**config.mk**
```make
export PLATFORM = sky130hd
export DESIGN_NAME = row_cluster_placement_unit
export DESIGN_NICKNAME = d
export VERILOG_FILES = /design/src/hdl/rcp_pkg.sv /design/src/hdl/rcp_csr.sv /design/src/hdl/rcp_ctrl.sv /design/src/hdl/rcp_dp.sv /design/src/hdl/row_cluster_placement_unit.sv
export SDC_FILE = /design/constraint.sdc
export NUM_CORES = 1
export LEC_CHECK = 0
export ABC_CLOCK_PERIOD_IN_PS = 11800
export BUFFER_PORTS_ARGS = -buffer_cell sky130_fd_sc_hd__buf_2
export CAP_MARGIN = 20
export CORE_ASPECT_RATIO = 0.8
export CORE_MARGIN = 4
export CORE_UTILIZATION = 60
export CTS_BUF_LIST = sky130_fd_sc_hd__clkbuf_8
export DETAILED_ROUTE_END_ITERATION = 16
export PLACE_DENSITY = 0.83
export SLEW_MARGIN = 40
export SYNTH_ARGS = -nofsm -noshare
export SYNTH_HDL_FRONTEND = slang
export SYNTH_HIERARCHICAL = 1
export SYNTH_SLANG_ARGS = --single-unit
```
**constraint.sdc**
```tcl
create_clock -name clock -period 11.8 [get_ports clock]
set_clock_uncertainty 0.15 [all_clocks]
set_input_delay 1.18 -clock clock [delete_from_list [all_inputs] [get_ports clock]]
set_output_delay 1.18 -clock clock [all_outputs]
set_load 0.05 [all_outputs]
```
**src/hdl/rcp_pkg.sv**
```systemverilog
// ----------------------------------------------------------------------------
// rcp_pkg
// Shared types, constants and width helpers for the row cluster placement unit.
// ----------------------------------------------------------------------------
package rcp_pkg;

   localparam int MAX_BLOCKS_DEFAULT = 32;

   localparam int BLOCK_WIDTH_W = 10;
   localparam int LOCATION_W    = 16;
   localparam int BOUND_W       = 16;
   localparam int LEFT_W        = 18;

   localparam int BLOCK_WIDTH_MAX = 1023;
   localparam int LOCATION_RANGE  = 65536;

   // Configuration space.
   localparam int CSR_ADDR_W = 3;
   localparam int CSR_DATA_W = 32;
   localparam logic CSR_IDX_LOWER = 1'b0;
   localparam logic CSR_IDX_UPPER = 1'b1;
   localparam logic [BOUND_W-1:0] ROW_HI_RESET = 16'hFFFF;

   typedef struct packed {
      logic [BLOCK_WIDTH_W-1:0] block_width;
      logic [LOCATION_W-1:0]    desired_location;
      logic                     last_block;
   } req_type;

   typedef struct packed {
      logic signed [LEFT_W-1:0] block_left;
      logic                     is_last;
      logic                     overflow;
   } rsp_type;

   // Controller to datapath commands.
   typedef struct packed {
      logic load;
      logic prep;
      logic div_step;
      logic clamp_lo;
      logic clamp_hi;
      logic emit;
      logic clear;
   } ctrl_cmd_type;

   // Datapath to controller status.
   typedef struct packed {
      logic out_free;
      logic emit_last;
   } ctrl_sts_type;

   // Signed width that holds any anchor sum of a full cluster.
   function automatic int anchor_width(input int max_blocks);
      anchor_width = $clog2(max_blocks * (LOCATION_RANGE + max_blocks * BLOCK_WIDTH_MAX)) + 1;
   endfunction

   // Width of the divider numerator, which also holds the rounded quotient.
   function automatic int num_width(input int max_blocks);
      num_width = anchor_width(max_blocks) + 1;
   endfunction

endpackage

```
**src/hdl/rcp_csr.sv**
```systemverilog
// ----------------------------------------------------------------------------
// rcp_csr
// APB-style register block holding the row segment bounds.
// ----------------------------------------------------------------------------
module rcp_csr (
   input  logic                              clock,
   input  logic                              reset,
   input  logic                              csr_psel,
   input  logic                              csr_penable,
   input  logic                              csr_pwrite,
   input  logic [rcp_pkg::CSR_ADDR_W-1:0]    csr_paddr,
   input  logic [rcp_pkg::CSR_DATA_W-1:0]    csr_pwdata,
   output logic [rcp_pkg::CSR_DATA_W-1:0]    csr_prdata,
   output logic                              csr_pready,
   output logic [rcp_pkg::BOUND_W-1:0]       row_lo,
   output logic [rcp_pkg::BOUND_W-1:0]       row_hi
);
   import rcp_pkg::*;

   logic [BOUND_W-1:0] lower_ff;
   logic [BOUND_W-1:0] upper_ff;
   logic               wr_en;
   logic               reg_idx;

   // Registers sit on word boundaries; the byte offset bits are ignored.
   assign reg_idx = csr_paddr[2];
   assign wr_en   = csr_psel & csr_penable & csr_pwrite;

   always_ff @(posedge clock) begin
      if (reset) begin
         lower_ff <= '0;
         upper_ff <= ROW_HI_RESET;
      end else if (wr_en) begin
         case (reg_idx)
            CSR_IDX_LOWER: lower_ff <= csr_pwdata[BOUND_W-1:0];
            CSR_IDX_UPPER: upper_ff <= csr_pwdata[BOUND_W-1:0];
            default: ;
         endcase
      end
   end

   always_comb begin
      case (reg_idx)
         CSR_IDX_LOWER: csr_prdata = {{(CSR_DATA_W-BOUND_W){1'b0}}, lower_ff};
         CSR_IDX_UPPER: csr_prdata = {{(CSR_DATA_W-BOUND_W){1'b0}}, upper_ff};
         default:       csr_prdata = '0;
      endcase
   end

   assign csr_pready = 1'b1;
   assign row_lo     = lower_ff;
   assign row_hi     = upper_ff;

endmodule

```
**src/hdl/rcp_ctrl.sv**
```systemverilog
// ----------------------------------------------------------------------------
// rcp_ctrl
// Sequencer for loading, dividing, clamping and emitting one cluster.
// ----------------------------------------------------------------------------
module rcp_ctrl #(
   parameter int MAX_BLOCKS = rcp_pkg::MAX_BLOCKS_DEFAULT
) (
   input  logic                       clock,
   input  logic                       reset,
   input  logic                       req_valid,
   input  logic                       req_last,
   output logic                       req_ready,
   input  rcp_pkg::ctrl_sts_type      sts,
   output rcp_pkg::ctrl_cmd_type      cmd
);
   import rcp_pkg::*;

   localparam int NUM_W = num_width(MAX_BLOCKS);
   localparam int DCNT_W = $clog2(NUM_W + 1);

   typedef enum logic [5:0] {
      ST_LOAD     = 6'b000001,
      ST_PREP     = 6'b000010,
      ST_DIVIDE   = 6'b000100,
      ST_CLAMP_LO = 6'b001000,
      ST_CLAMP_HI = 6'b010000,
      ST_EMIT     = 6'b100000
   } state_type;

   state_type         state_ff, state_in;
   logic [DCNT_W-1:0] dcnt_ff, dcnt_in;

   always_comb begin
      state_in  = state_ff;
      dcnt_in   = dcnt_ff;
      cmd       = '0;
      req_ready = 1'b0;
      case (state_ff)
         ST_LOAD: begin
            req_ready = 1'b1;
            if (req_valid) begin
               cmd.load = 1'b1;
               if (req_last) begin
                  state_in = ST_PREP;
               end
            end
         end
         ST_PREP: begin
            cmd.prep = 1'b1;
            dcnt_in  = DCNT_W'(NUM_W);
            state_in = ST_DIVIDE;
         end
         ST_DIVIDE: begin
            cmd.div_step = 1'b1;
            dcnt_in      = dcnt_ff - 1'b1;
            if (dcnt_ff == DCNT_W'(1)) begin
               state_in = ST_CLAMP_LO;
            end
         end
         ST_CLAMP_LO: begin
            cmd.clamp_lo = 1'b1;
            state_in     = ST_CLAMP_HI;
         end
         ST_CLAMP_HI: begin
            cmd.clamp_hi = 1'b1;
            state_in     = ST_EMIT;
         end
         ST_EMIT: begin
            if (sts.out_free) begin
               cmd.emit = 1'b1;
               if (sts.emit_last) begin
                  cmd.clear = 1'b1;
                  state_in  = ST_LOAD;
               end
            end
         end
         default: begin
            state_in = ST_LOAD;
         end
      endcase
   end

   always_ff @(posedge clock) begin
      if (reset) begin
         state_ff <= ST_LOAD;
         dcnt_ff  <= '0;
      end else begin
         state_ff <= state_in;
         dcnt_ff  <= dcnt_in;
      end
   end

endmodule

```
**src/hdl/rcp_dp.sv**
```systemverilog
// ----------------------------------------------------------------------------
// rcp_dp
// Cluster accumulators, width store, serial divider, clamp and result register.
// ----------------------------------------------------------------------------
module rcp_dp #(
   parameter int MAX_BLOCKS = rcp_pkg::MAX_BLOCKS_DEFAULT
) (
   input  logic                        clock,
   input  logic                        reset,
   input  rcp_pkg::req_type            req_data,
   input  logic [rcp_pkg::BOUND_W-1:0] row_lo,
   input  logic [rcp_pkg::BOUND_W-1:0] row_hi,
   input  rcp_pkg::ctrl_cmd_type       cmd,
   output rcp_pkg::ctrl_sts_type       sts,
   output logic                        rsp_valid,
   input  logic                        rsp_ready,
   output rcp_pkg::rsp_type            rsp_data
);
   import rcp_pkg::*;

   localparam int CNT_W    = $clog2(MAX_BLOCKS + 1);
   localparam int IDX_W    = $clog2(MAX_BLOCKS);
   localparam int TW_W     = $clog2(MAX_BLOCKS * BLOCK_WIDTH_MAX + 1);
   localparam int ANCHOR_W = anchor_width(MAX_BLOCKS);
   localparam int NUM_W    = num_width(MAX_BLOCKS);
   localparam int DEN_W    = CNT_W + 1;
   localparam int POS_W    = NUM_W;

   logic [BLOCK_WIDTH_W-1:0] mem [MAX_BLOCKS];
   logic [BLOCK_WIDTH_W-1:0] rd_data_ff;

   logic [CNT_W-1:0]         count_ff, count_in;
   logic [TW_W-1:0]          tw_ff, tw_in;
   logic signed [ANCHOR_W-1:0] sum_ff, sum_in;
   logic                     dropped_ff, dropped_in;
   logic [IDX_W-1:0]         idx_ff, idx_in;
   logic [NUM_W-1:0]         num_ff, num_in;
   logic [DEN_W-1:0]         rem_ff, rem_in;
   logic                     neg_ff, neg_in;
   logic signed [POS_W-1:0]  lx_ff, lx_in;
   logic [LEFT_W-1:0]        cur_ff, cur_in;
   logic                     rsp_valid_ff, rsp_valid_in;
   rsp_type                  rsp_data_ff, rsp_data_in;

   logic                     full;
   logic                     wr_en;
   logic signed [ANCHOR_W-1:0] anchor;
   logic [ANCHOR_W-1:0]      abs_sum;
   logic [DEN_W-1:0]         den;
   logic [DEN_W:0]           trial;
   logic                     q_bit;
   logic signed [POS_W-1:0]  mean;
   logic signed [POS_W-1:0]  lower_s;
   logic signed [POS_W-1:0]  upper_s;
   logic signed [POS_W-1:0]  tw_s;
   logic signed [POS_W-1:0]  right_edge;
   logic signed [POS_W-1:0]  edge_final;
   logic                     emit_last;

   assign full    = (count_ff == CNT_W'(MAX_BLOCKS));
   assign wr_en   = cmd.load & ~full;
   assign anchor  = $signed(ANCHOR_W'(req_data.desired_location)) - $signed(ANCHOR_W'(tw_ff));
   assign abs_sum = sum_ff[ANCHOR_W-1] ? ANCHOR_W'(-sum_ff) : ANCHOR_W'(sum_ff);
   assign den     = {count_ff, 1'b0};
   assign trial   = {rem_ff, num_ff[NUM_W-1]};
   assign q_bit   = (trial >= {1'b0, den});

   assign mean       = neg_ff ? $signed(-num_ff) : $signed(num_ff);
   assign lower_s    = $signed(POS_W'(row_lo));
   assign upper_s    = $signed(POS_W'(row_hi));
   assign tw_s       = $signed(POS_W'(tw_ff));
   assign right_edge = lx_ff + tw_s;
   assign edge_final = (right_edge > upper_s) ? (upper_s - tw_s) : lx_ff;

   assign emit_last  = (CNT_W'(idx_ff) == (count_ff - 1'b1));

   always_comb begin
      count_in     = count_ff;
      tw_in        = tw_ff;
      sum_in       = sum_ff;
      dropped_in   = dropped_ff;
      idx_in       = idx_ff;
      num_in       = num_ff;
      rem_in       = rem_ff;
      neg_in       = neg_ff;
      lx_in        = lx_ff;
      cur_in       = cur_ff;
      rsp_valid_in = rsp_valid_ff & ~rsp_ready;
      rsp_data_in  = rsp_data_ff;

      if (cmd.load) begin
         if (full) begin
            dropped_in = 1'b1;
         end else begin
            count_in = count_ff + 1'b1;
            tw_in    = tw_ff + TW_W'(req_data.block_width);
            sum_in   = sum_ff + anchor;
         end
      end

      // Rounded mean: floor((2|sum| + n) / 2n), sign restored afterwards.
      if (cmd.prep) begin
         neg_in = sum_ff[ANCHOR_W-1];
         num_in = {abs_sum, 1'b0} + NUM_W'(count_ff);
         rem_in = '0;
      end

      if (cmd.div_step) begin
         rem_in = q_bit ? DEN_W'(trial - {1'b0, den}) : trial[DEN_W-1:0];
         num_in = {num_ff[NUM_W-2:0], q_bit};
      end

      if (cmd.clamp_lo) begin
         lx_in = (mean < lower_s) ? lower_s : mean;
      end

      if (cmd.clamp_hi) begin
         cur_in = edge_final[LEFT_W-1:0];
      end

      if (cmd.emit) begin
         rsp_valid_in           = 1'b1;
         rsp_data_in.block_left = $signed(cur_ff);
         rsp_data_in.is_last    = emit_last;
         rsp_data_in.overflow   = dropped_ff;
         cur_in                 = cur_ff + LEFT_W'(rd_data_ff);
         idx_in                 = idx_ff + 1'b1;
      end

      if (cmd.clear) begin
         count_in   = '0;
         tw_in      = '0;
         sum_in     = '0;
         dropped_in = 1'b0;
         idx_in     = '0;
      end
   end

   // Width store: written while loading, read ahead at the next emit index.
   always_ff @(posedge clock) begin
      if (wr_en) begin
         mem[count_ff[IDX_W-1:0]] <= req_data.block_width;
      end
      rd_data_ff <= mem[idx_in];
   end

   always_ff @(posedge clock) begin
      if (reset) begin
         count_ff     <= '0;
         tw_ff        <= '0;
         sum_ff       <= '0;
         dropped_ff   <= 1'b0;
         idx_ff       <= '0;
         rsp_valid_ff <= 1'b0;
      end else begin
         count_ff     <= count_in;
         tw_ff        <= tw_in;
         sum_ff       <= sum_in;
         dropped_ff   <= dropped_in;
         idx_ff       <= idx_in;
         rsp_valid_ff <= rsp_valid_in;
      end
   end

   always_ff @(posedge clock) begin
      num_ff      <= num_in;
      rem_ff      <= rem_in;
      neg_ff      <= neg_in;
      lx_ff       <= lx_in;
      cur_ff      <= cur_in;
      rsp_data_ff <= rsp_data_in;
   end

   assign sts.out_free  = ~rsp_valid_ff | rsp_ready;
   assign sts.emit_last = emit_last;
   assign rsp_valid     = rsp_valid_ff;
   assign rsp_data      = rsp_data_ff;

endmodule

```
**src/hdl/row_cluster_placement_unit.sv**
```systemverilog
// ----------------------------------------------------------------------------
// row_cluster_placement_unit
// Collapses one row cluster to its optimal left edge and emits packed positions.
// ----------------------------------------------------------------------------
// Blocks of a cluster arrive one word per cycle on the request channel, each
// carrying its width and desired left coordinate; the word with last_block set
// closes the cluster. While loading, the unit stores every width and sums the
// anchors (desired location less the widths loaded before it). After the last
// word it prepares the numerator and runs a bit-serial divider to form the
// mean anchor, rounded half away from zero, then clamps it first to the lower
// bound and then to the upper bound less the total width, the upper clamp
// taking precedence. It then emits one response word per stored block, in load
// order, one per cycle while the response side accepts them. Blocks beyond
// MAX_BLOCKS are discarded and every response word of that cluster carries
// the overflow flag. Requests are taken only while loading; the last response
// word sits in an output register, so loading of the next cluster starts
// while it waits. The row bounds live in an APB-style register block at byte
// addresses 0 (lower) and 4 (upper) and should be written only while the unit
// is idle.
// ----------------------------------------------------------------------------
module row_cluster_placement_unit #(
   parameter int MAX_BLOCKS = rcp_pkg::MAX_BLOCKS_DEFAULT
) (
   input  logic                           clock,
   input  logic                           reset,
   input  logic                           req_valid,
   output logic                           req_ready,
   input  rcp_pkg::req_type               req_data,
   output logic                           rsp_valid,
   input  logic                           rsp_ready,
   output rcp_pkg::rsp_type               rsp_data,
   input  logic                           csr_psel,
   input  logic                           csr_penable,
   input  logic                           csr_pwrite,
   input  logic [rcp_pkg::CSR_ADDR_W-1:0] csr_paddr,
   input  logic [rcp_pkg::CSR_DATA_W-1:0] csr_pwdata,
   output logic [rcp_pkg::CSR_DATA_W-1:0] csr_prdata,
   output logic                           csr_pready
);
   import rcp_pkg::*;

   logic [BOUND_W-1:0] row_lo;
   logic [BOUND_W-1:0] row_hi;
   ctrl_cmd_type       cmd;
   ctrl_sts_type       sts;

   // Bound registers.
   rcp_csr u_csr (
      .clock       (clock),
      .reset       (reset),
      .csr_psel    (csr_psel),
      .csr_penable (csr_penable),
      .csr_pwrite  (csr_pwrite),
      .csr_paddr   (csr_paddr),
      .csr_pwdata  (csr_pwdata),
      .csr_prdata  (csr_prdata),
      .csr_pready  (csr_pready),
      .row_lo      (row_lo),
      .row_hi      (row_hi)
   );

   // The controller sequences load, divide, clamp and emit phases.
   rcp_ctrl #(
      .MAX_BLOCKS (MAX_BLOCKS)
   ) u_ctrl (
      .clock     (clock),
      .reset     (reset),
      .req_valid (req_valid),
      .req_last  (req_data.last_block),
      .req_ready (req_ready),
      .sts       (sts),
      .cmd       (cmd)
   );

   // The datapath holds the cluster state, the width store and the divider.
   rcp_dp #(
      .MAX_BLOCKS (MAX_BLOCKS)
   ) u_dp (
      .clock       (clock),
      .reset       (reset),
      .req_data    (req_data),
      .row_lo      (row_lo),
      .row_hi      (row_hi),
      .cmd         (cmd),
      .sts         (sts),
      .rsp_valid   (rsp_valid),
      .rsp_ready   (rsp_ready),
      .rsp_data    (rsp_data)
   );

endmodule

```
Word level (Yosys, flattened, before mapping)
Memory sizes are Yosys's and may differ from the RTL's. A register that Yosys moved wholly into a read port is not among the register bits.
Index checks and enable logic that the tools add are counted.
Word-level totals
  flip-flop bits (word level): 188
  RAM bits: 320
  output and inout bits: 55
  logic and storage cells: 103
  memories: 1
Memories
  u_dp.mem: depth 32, bits a word 10, read ports 1, clocked after Yosys merged registers in 1, write ports 1, RTL line rcp_dp.sv:29  | logic [BLOCK_WIDTH_W-1:0] mem [MAX_BLOCKS];
Operators by class
  $add $sub $neg: 14
  $lt $le $gt $ge: 3
  equality and inequality tests: 14
  muxes and demuxes: 34
  bitwise logic cells: 9
  reduce and logical (&&, ||, !) cells: 9
Operator list (number)
  $mux W24: 3
  $pmux W32 S2: 1
  $mux W18: 3
  $pmux W6 S6: 1
  $sub A16 B15 Y17: 2
  $mux W6: 5
  $add A24 B16 Y24: 1
  $add A24 B6 Y24: 1
  $gt A24 B17 Y1: 1
  $lt A24 B17 Y1: 1
  $neg A24 Y24: 1
  $add A23 B23 Y23: 1
  $mux W23: 1
  $neg A23 Y23: 1
  $mux W7: 3
  $add A18 B10 Y18: 1
  $mux W16: 1
  $add A15 B10 Y15: 1
  $eq A6 B6 Y1 const B: 2
  $mux W1: 11
  $mux W5: 2
  $pmux W5 S2: 1
  $ge A8 B7 Y1: 1
  $reduce_and A2 Y1: 4
  other kinds (21): 33

Logic depth before layout (Yosys ltp)
  depth after elaboration: 7
  depth in mapped cells: 21
  depth with buffers taken out: 21

Hierarchy
Netlist, hierarchy kept.
Modules (own cells, without submodules)
  rcp_dp: instances 1, cells each 2120, area each 25424.4 µm², sequential area each 13653.1 µm²
  rcp_csr: instances 1, cells each 178, area each 1710.4 µm², sequential area each 640.6 µm²
  rcp_ctrl: instances 1, cells each 70, area each 628.1 µm², sequential area each 220.2 µm²

Worst setup path before layout
No wires, ideal clock.
  path type: input -> register
  start: input req_data[2] in the netlist's numbering
  end: register u_dp.sum_ff[22]
  library setup time: 0.116 ns
  arrival time: 4.836 ns
  data required time: 11.534 ns
  path slack: 6.698 ns
  stages on the path: 19
  path buffers: 0
  cells stage by stage: ha_1 -> nor2b_1 -> o21ai_0 -> a21oi_1 -> o211ai_1 -> a21oi_1 -> o31ai_1 -> o211ai_1 -> a21oi_1 -> ha_1 -> and2_1 -> a2111oi_0 -> o21ai_0 -> nand3_1 -> a21oi_1 -> o31ai_1 -> xnor2_1 -> a211oi_1 -> a31o_2
Between the ends
  cells in the longest elaborated chain, start to end: 2
Ends and longest elaborated chain
  start, declared: RTL line row_cluster_placement_unit.sv:28  | input rcp_pkg::req_type req_data,
  $sub A16 B15 Y17: RTL line rcp_dp.sv:62  | assign anchor = $signed(ANCHOR_W'(req_data.desired_location)) - $signed(ANCHOR_W'(tw_ff));
  $add A23 B23 Y23: RTL line rcp_dp.sv:97  | sum_in = sum_ff + anchor;
  end signal, assigned: RTL line rcp_dp.sv:158  | sum_ff <= sum_in;
  end, declared: RTL line rcp_dp.sv:34  | logic signed [ANCHOR_W-1:0] sum_ff, sum_in;
Every way passes these cells.
A chain may end at the register's enable or synchronous reset.

Worst setup path after layout
  start: register u_dp.tw_ff[1]
  end: register u_dp.cur_ff[12] (data pin)
Between the ends
  cells in the longest elaborated chain, start to end: 5
  elaborated cells between the ends (all ways): 6
  classes of those cells: 2 x add/sub; 1 x order compare; 3 x mux
Ends and longest elaborated chain
  start, declared: RTL line rcp_dp.sv:33  | logic [TW_W-1:0] tw_ff, tw_in;
  start signal, assigned: RTL line rcp_dp.sv:157  | tw_ff <= tw_in;
  $add A24 B16 Y24: RTL line rcp_dp.sv:72  | assign right_edge = lx_ff + tw_s;
  $gt A24 B17 Y1: RTL line rcp_dp.sv:73  | assign edge_final = (right_edge > upper_s) ? (upper_s - tw_s) : lx_ff;
  $mux W18 *: RTL line rcp_dp.sv:73
  $mux W18 *: RTL line rcp_dp.sv:117  | if (cmd.clamp_hi) begin
  $mux W18 *: RTL line rcp_dp.sv:121  | if (cmd.emit) begin
  named net u_dp.cur_in[12]: RTL line rcp_dp.sv:41  | logic [LEFT_W-1:0] cur_ff, cur_in;
  end signal, assigned: RTL line rcp_dp.sv:170  | cur_ff <= cur_in;
  end, declared: RTL line rcp_dp.sv:41
Mark *: on every way through the listed nets, which the timed path passes. The rest lies on a longest branch. The select of a mux whose other input is x is not followed.

==> key figures <==
Placement
  • Quantity of I/O buffers inserted on ports: 88
  • Weighted congestion at the end of routability-driven global placement: 0.941
  • Post-Place Setup Slack: 5.86 ns
  • Post-detail-place hpwl: 47,300 um
  • Standard cell area after detailed placement: 28,800 sq um
  • Cells after DPL: 2,989

Hold path
  • Worst hold stages: 0
  • Type of the worst min-delay path: reg -> reg
  • End of the worst hold path: u_dp/rsp_data[0]$_DFFE_PP_
  • Hold_sp: u_dp/dropped_ff$_SDFFE_PP0P_

Pwr
  • Leak pwr: 11.1 nW
  • Worst voltage drop across the vdd grid: 0.104 mV
  • Power per Cell Area: 170 nW/um^2

Critical path
  • Kind of end point of the critical path: register
  • Largest stage delay on the critical path: 0.66 ns
  • CP max-delay cell: sky130_fd_sc_hd__o31ai_1
  • Setup Crit Path Kind: reg -> reg
  • Most frequent CP cell: sky130_fd_sc_hd__ha_1
  • Startpoint of the lowest-slack register-to-register path: u_dp/tw_ff[1]$_SDFFE_PP0P_
  • Count of cells along the worst register-to-register path: 18
  • Critical path data required time: 12.15 ns
  • Element type at the critical path start: register
  • FF-to-FF End: u_dp/cur_ff[12]$_DFFE_PP_
  • Critical path arrival: 5.98 ns
  • Flop2flop setup slack: 6.18 ns
  • Cells along the critical path: ha_1 > a211oi_1 > o21ai_0 > o21a_1 > o31ai_1 > nand2_1 > xor2_1 > ha_1 > nand4_1 > nor2_1 > o2111a_1 > nor3_1 > a41oi_1 > nor4_1 > a31oi_2 > buf_4 > mux2_2 > mux2i_1
  • Critical path fanouts, max: 21

Synthesis
  • Share of synthesized area occupied by flip-flops and latches: 0.523
  • Average cell area after synthesis: 11.7 sq um
  • Syn. warnings: 6
  • Summed instance area of the synthesized netlist: 27,800 sq um
  • Share of synthesized registers carrying an async set or reset: 0
  • Count of different cell masters after synthesis: 86
  • Dominant synthesized flop cell: sky130_fd_sc_hd__edfxtp_1
  • Number of flops mapped to enable cells by yosys: 414
  • Post-synthesis instance total: 2,368
  • Flops & latches, synth: 518

Clock network
  • Clock H-tree levels: 3
  • Root Driver: sky130_fd_sc_hd__clkbuf_8
  • TritonCTS buffer count: 82
  • Gates resized, CTS repair: 0
  • Clock sink count: 518
  • CTS max path bufs: 3
  • Clock latency at the later pin of the worst-skew pair: 0.68 ns
  • Number of buffers added to fix hold violations after cts: 0
  • Post-CTS setup-driven buffer insertion count: 0
  • Clock tree from TritonCTS: built
  • Clock transition at the registers of the reported paths: 0.06 ns

STA
  • Highest Clock Rate: 0.178 GHz
  • Min setup slack post-route: 6.18 ns
  • Number of endpoints failing setup at the final stage: 0
  • Headroom to the max-slew limit: 0.428
  • Final hold violations: 0
  • Minimum period implied by the final worst setup slack: 5.62 ns
  • Final-layout setup total negative slack: 0 ns
  • Slew Viols, Final: 0
  • Worst Max-Slew Pin Slew: 0.858 ns
  • Crit share post-route: 0.477
  • RSZ-0062 raised after global routing: false

Route
  • Number of antenna-violating nets in the routed design: 0
  • Length of the first detailed-routing pass in iterations: 6
  • Routed vias: 19.7k
  • Residual DRC: 0
  • Wire length per cell after detailed routing: 22.0 um
  • DRC violation total after the first TritonRoute iteration: 2,489
  • Sum of routed wire length over all layers: 69,100 um
  • Detail-routed via count per cell: 6.28

GRT
  • Overall fraction of global-route tracks in use: 0.273
  • Maximum number of pins on one net before global-route repair: 81
  • GRT Residual Overflow: 0
  • First-pass GRT wire length: 108,000 um
  • Via count of the first global-routing pass: 19.3k
  • Antenna violations before repair: 0

Finish
  • Area growth from synthesis to layout: 9.41%
  • Fraction of layout instances using a drive strength above 1: 0.159
  • Non-Filler Instances: 3,137
  • Final-layout fill cell count: 3,222
  • Ant. Diodes: 0
  • Design area: 30,400 sq um
  • Final #Nets: 2,676

Floorplan
  • Die Outline Area: 49,800 sq um
  • Count of pins on the block boundary: 124
  • Initial cell density of the core: 0.607
  • Row count: 70
  • Die Ht: 200 um
  • Die width: 249 um
  • Core region area: 45,700 sq um

Flow run
  • Max capacitance violation total: 0

Status
  • Status: finished, final reports clean
==> cells in the final DEF (no fill, tap or decap), types with 24 or more instances in the layout <==
cell,synthesis,layout
sky130_fd_sc_hd__nand2_1,248,248
sky130_fd_sc_hd__o21ai_0,90,90
sky130_fd_sc_hd__mux2i_1,60,60
sky130_fd_sc_hd__nand3_1,88,88
sky130_fd_sc_hd__xor2_1,50,50
sky130_fd_sc_hd__xnor2_1,101,101
sky130_fd_sc_hd__clkbuf_8,0,86
sky130_fd_sc_hd__inv_1,110,137
sky130_fd_sc_hd__dfxtp_1,104,103
sky130_fd_sc_hd__o21a_1,24,24
sky130_fd_sc_hd__a21oi_1,117,117
sky130_fd_sc_hd__mux4_2,80,80
sky130_fd_sc_hd__mux2_2,30,30
sky130_fd_sc_hd__nand2b_1,48,48
sky130_fd_sc_hd__a21o_1,37,37
sky130_fd_sc_hd__buf_2,4,88
sky130_fd_sc_hd__nor3_1,51,44
sky130_fd_sc_hd__nor2_1,157,134
sky130_fd_sc_hd__ha_1,138,138
sky130_fd_sc_hd__edfxtp_1,414,414
==> routing by layer <==
metal | track usage | share of wire | vias up | wire length, um
met1 | 0.392 | 0.41 | 9497 | 28300
li1 | - | - | 8945 | -
met5 | 0 | 0 | - | 0
met3 | 0.0670 | 0.11 | 159 | 7690
met2 | 0.418 | 0.45 | 1107 | 31200
met4 | 0.0835 | 0.027 | 0 | 1860
==> worst max-delay path by stage <==
| stage | from | to | slack [ns] | depth (start not counted) |
|---|---|---|---|---|
| final | u_dp/tw_ff[1]$_SDFFE_PP0P_ | u_dp/cur_ff[12]$_DFFE_PP_ | 6.18 | 18 |
| after global routing | u_dp/tw_ff[1]$_SDFFE_PP0P_ | u_dp/sum_ff[22]$_SDFFE_PP0P_ | 5.79 | 20 |
| after CTS | u_dp/tw_ff[1]$_SDFFE_PP0P_ | u_dp/cur_ff[12]$_DFFE_PP_ | 6.32 | 18 |
| after detailed placement | req_data[2] | u_dp/sum_ff[22]$_SDFFE_PP0P_ | 5.86 | 20 |
| after global placement | req_data[2] | u_dp/sum_ff[22]$_SDFFE_PP0P_ | 5.99 | 20 |
| after floorplan | req_data[2] | u_dp/sum_ff[22]$_SDFFE_PP0P_ | 6.70 | 19 |
==> synth_stat cells (19+ instances only) <==
cell type,n,area [sq um]
sky130_fd_sc_hd__xor2_1,50,438
sky130_fd_sc_hd__mux2_2,30,338
sky130_fd_sc_hd__clkbuf_1,71,267
sky130_fd_sc_hd__a211oi_1,19,143
sky130_fd_sc_hd__o21ai_0,90,450
sky130_fd_sc_hd__buf_4,19,143
sky130_fd_sc_hd__nor3_1,51,255
sky130_fd_sc_hd__mux4_2,80,1800
sky130_fd_sc_hd__a21oi_1,117,586
sky130_fd_sc_hd__nor2_1,157,589
sky130_fd_sc_hd__nand3_1,88,440
sky130_fd_sc_hd__mux2i_1,60,601
sky130_fd_sc_hd__o31ai_1,21,158
sky130_fd_sc_hd__o21a_1,24,180
sky130_fd_sc_hd__edfxtp_1,414,12400
sky130_fd_sc_hd__nand2_1,248,931
sky130_fd_sc_hd__a21o_1,37,278
sky130_fd_sc_hd__inv_1,110,413
sky130_fd_sc_hd__dfxtp_1,104,2080
sky130_fd_sc_hd__nand2b_1,48,300
sky130_fd_sc_hd__ha_1,138,1730
sky130_fd_sc_hd__xnor2_1,101,885
==> registers in the layout (all words and copies together) (netlist names), 7 cells and up <==
name             cells
u_dp/num_ff         24
u_dp/mem           320
u_dp/cur_ff         18
u_dp/rsp_data       20
u_dp/rem_ff          7
u_dp/sum_ff         23
u_csr/row_lo        16
u_dp/tw_ff          15
u_csr/row_hi        16
u_dp/rd_data_ff     10
u_dp/lx_ff          24
==> through the flow <==
step,total power [W],utilization,hold WS (ns)
2_1_floorplan,0.00333,-,0.259
3_3_place_gp,0.00359,0.627,0.264
3_5_place_dp,0.00367,0.629,0.286
4_1_cts,0.00515,0.664,0.287
5_1_grt,0.00545,0.664,0.315
6_report,0.00517,0.664,0.289
==> area by class of cell <==
type | instances | area, sq um | share of cell area
clock inverters | 62 | 403 | 0.0133
multi-input cells | 1636 | 12500 | 0.410
flip-flops and latches | 518 | 14500 | 0.478
well taps | 612 | 766 | 0.0252
inverters | 112 | 422 | 0.0139
clock buffers | 86 | 1180 | 0.0390
repair buffers | 111 | 621 | 0.0204
==> kinds of logic after synthesis <==
family	after synthesis	share of synthesized area
adder cells (fa/ha/maj)	146	0.0680
buffers and inverters	229	0.0356
other	3	0.000406
XOR/XNOR	151	0.0476
AND/OR/NAND/NOR	733	0.126
flip-flops	518	0.523
multiplexers	179	0.104
AO/OA/AOI/OAI	409	0.0955
==> critical path: cells and delay by family (launching register included) <==
kind	cells	cell delay, ns
AND/OR/NAND/NOR	5	0.84
AO/OA/AOI/OAI	7	2.28
multiplexers	2	0.53
buffers and inverters	1	0.33
adder cells (fa/ha/maj)	2	0.63
XOR/XNOR	1	0.22
flip-flops	1	0.45
==> report_power, final <==
part           internal, W  switching (W)  total [W]
Clock             0.000771       0.000715    0.00149
Combinational     0.000589       0.000880    0.00147
Sequential         0.00209       0.000127    0.00221
Note: power is estimated with default switching activity, not from simulation.
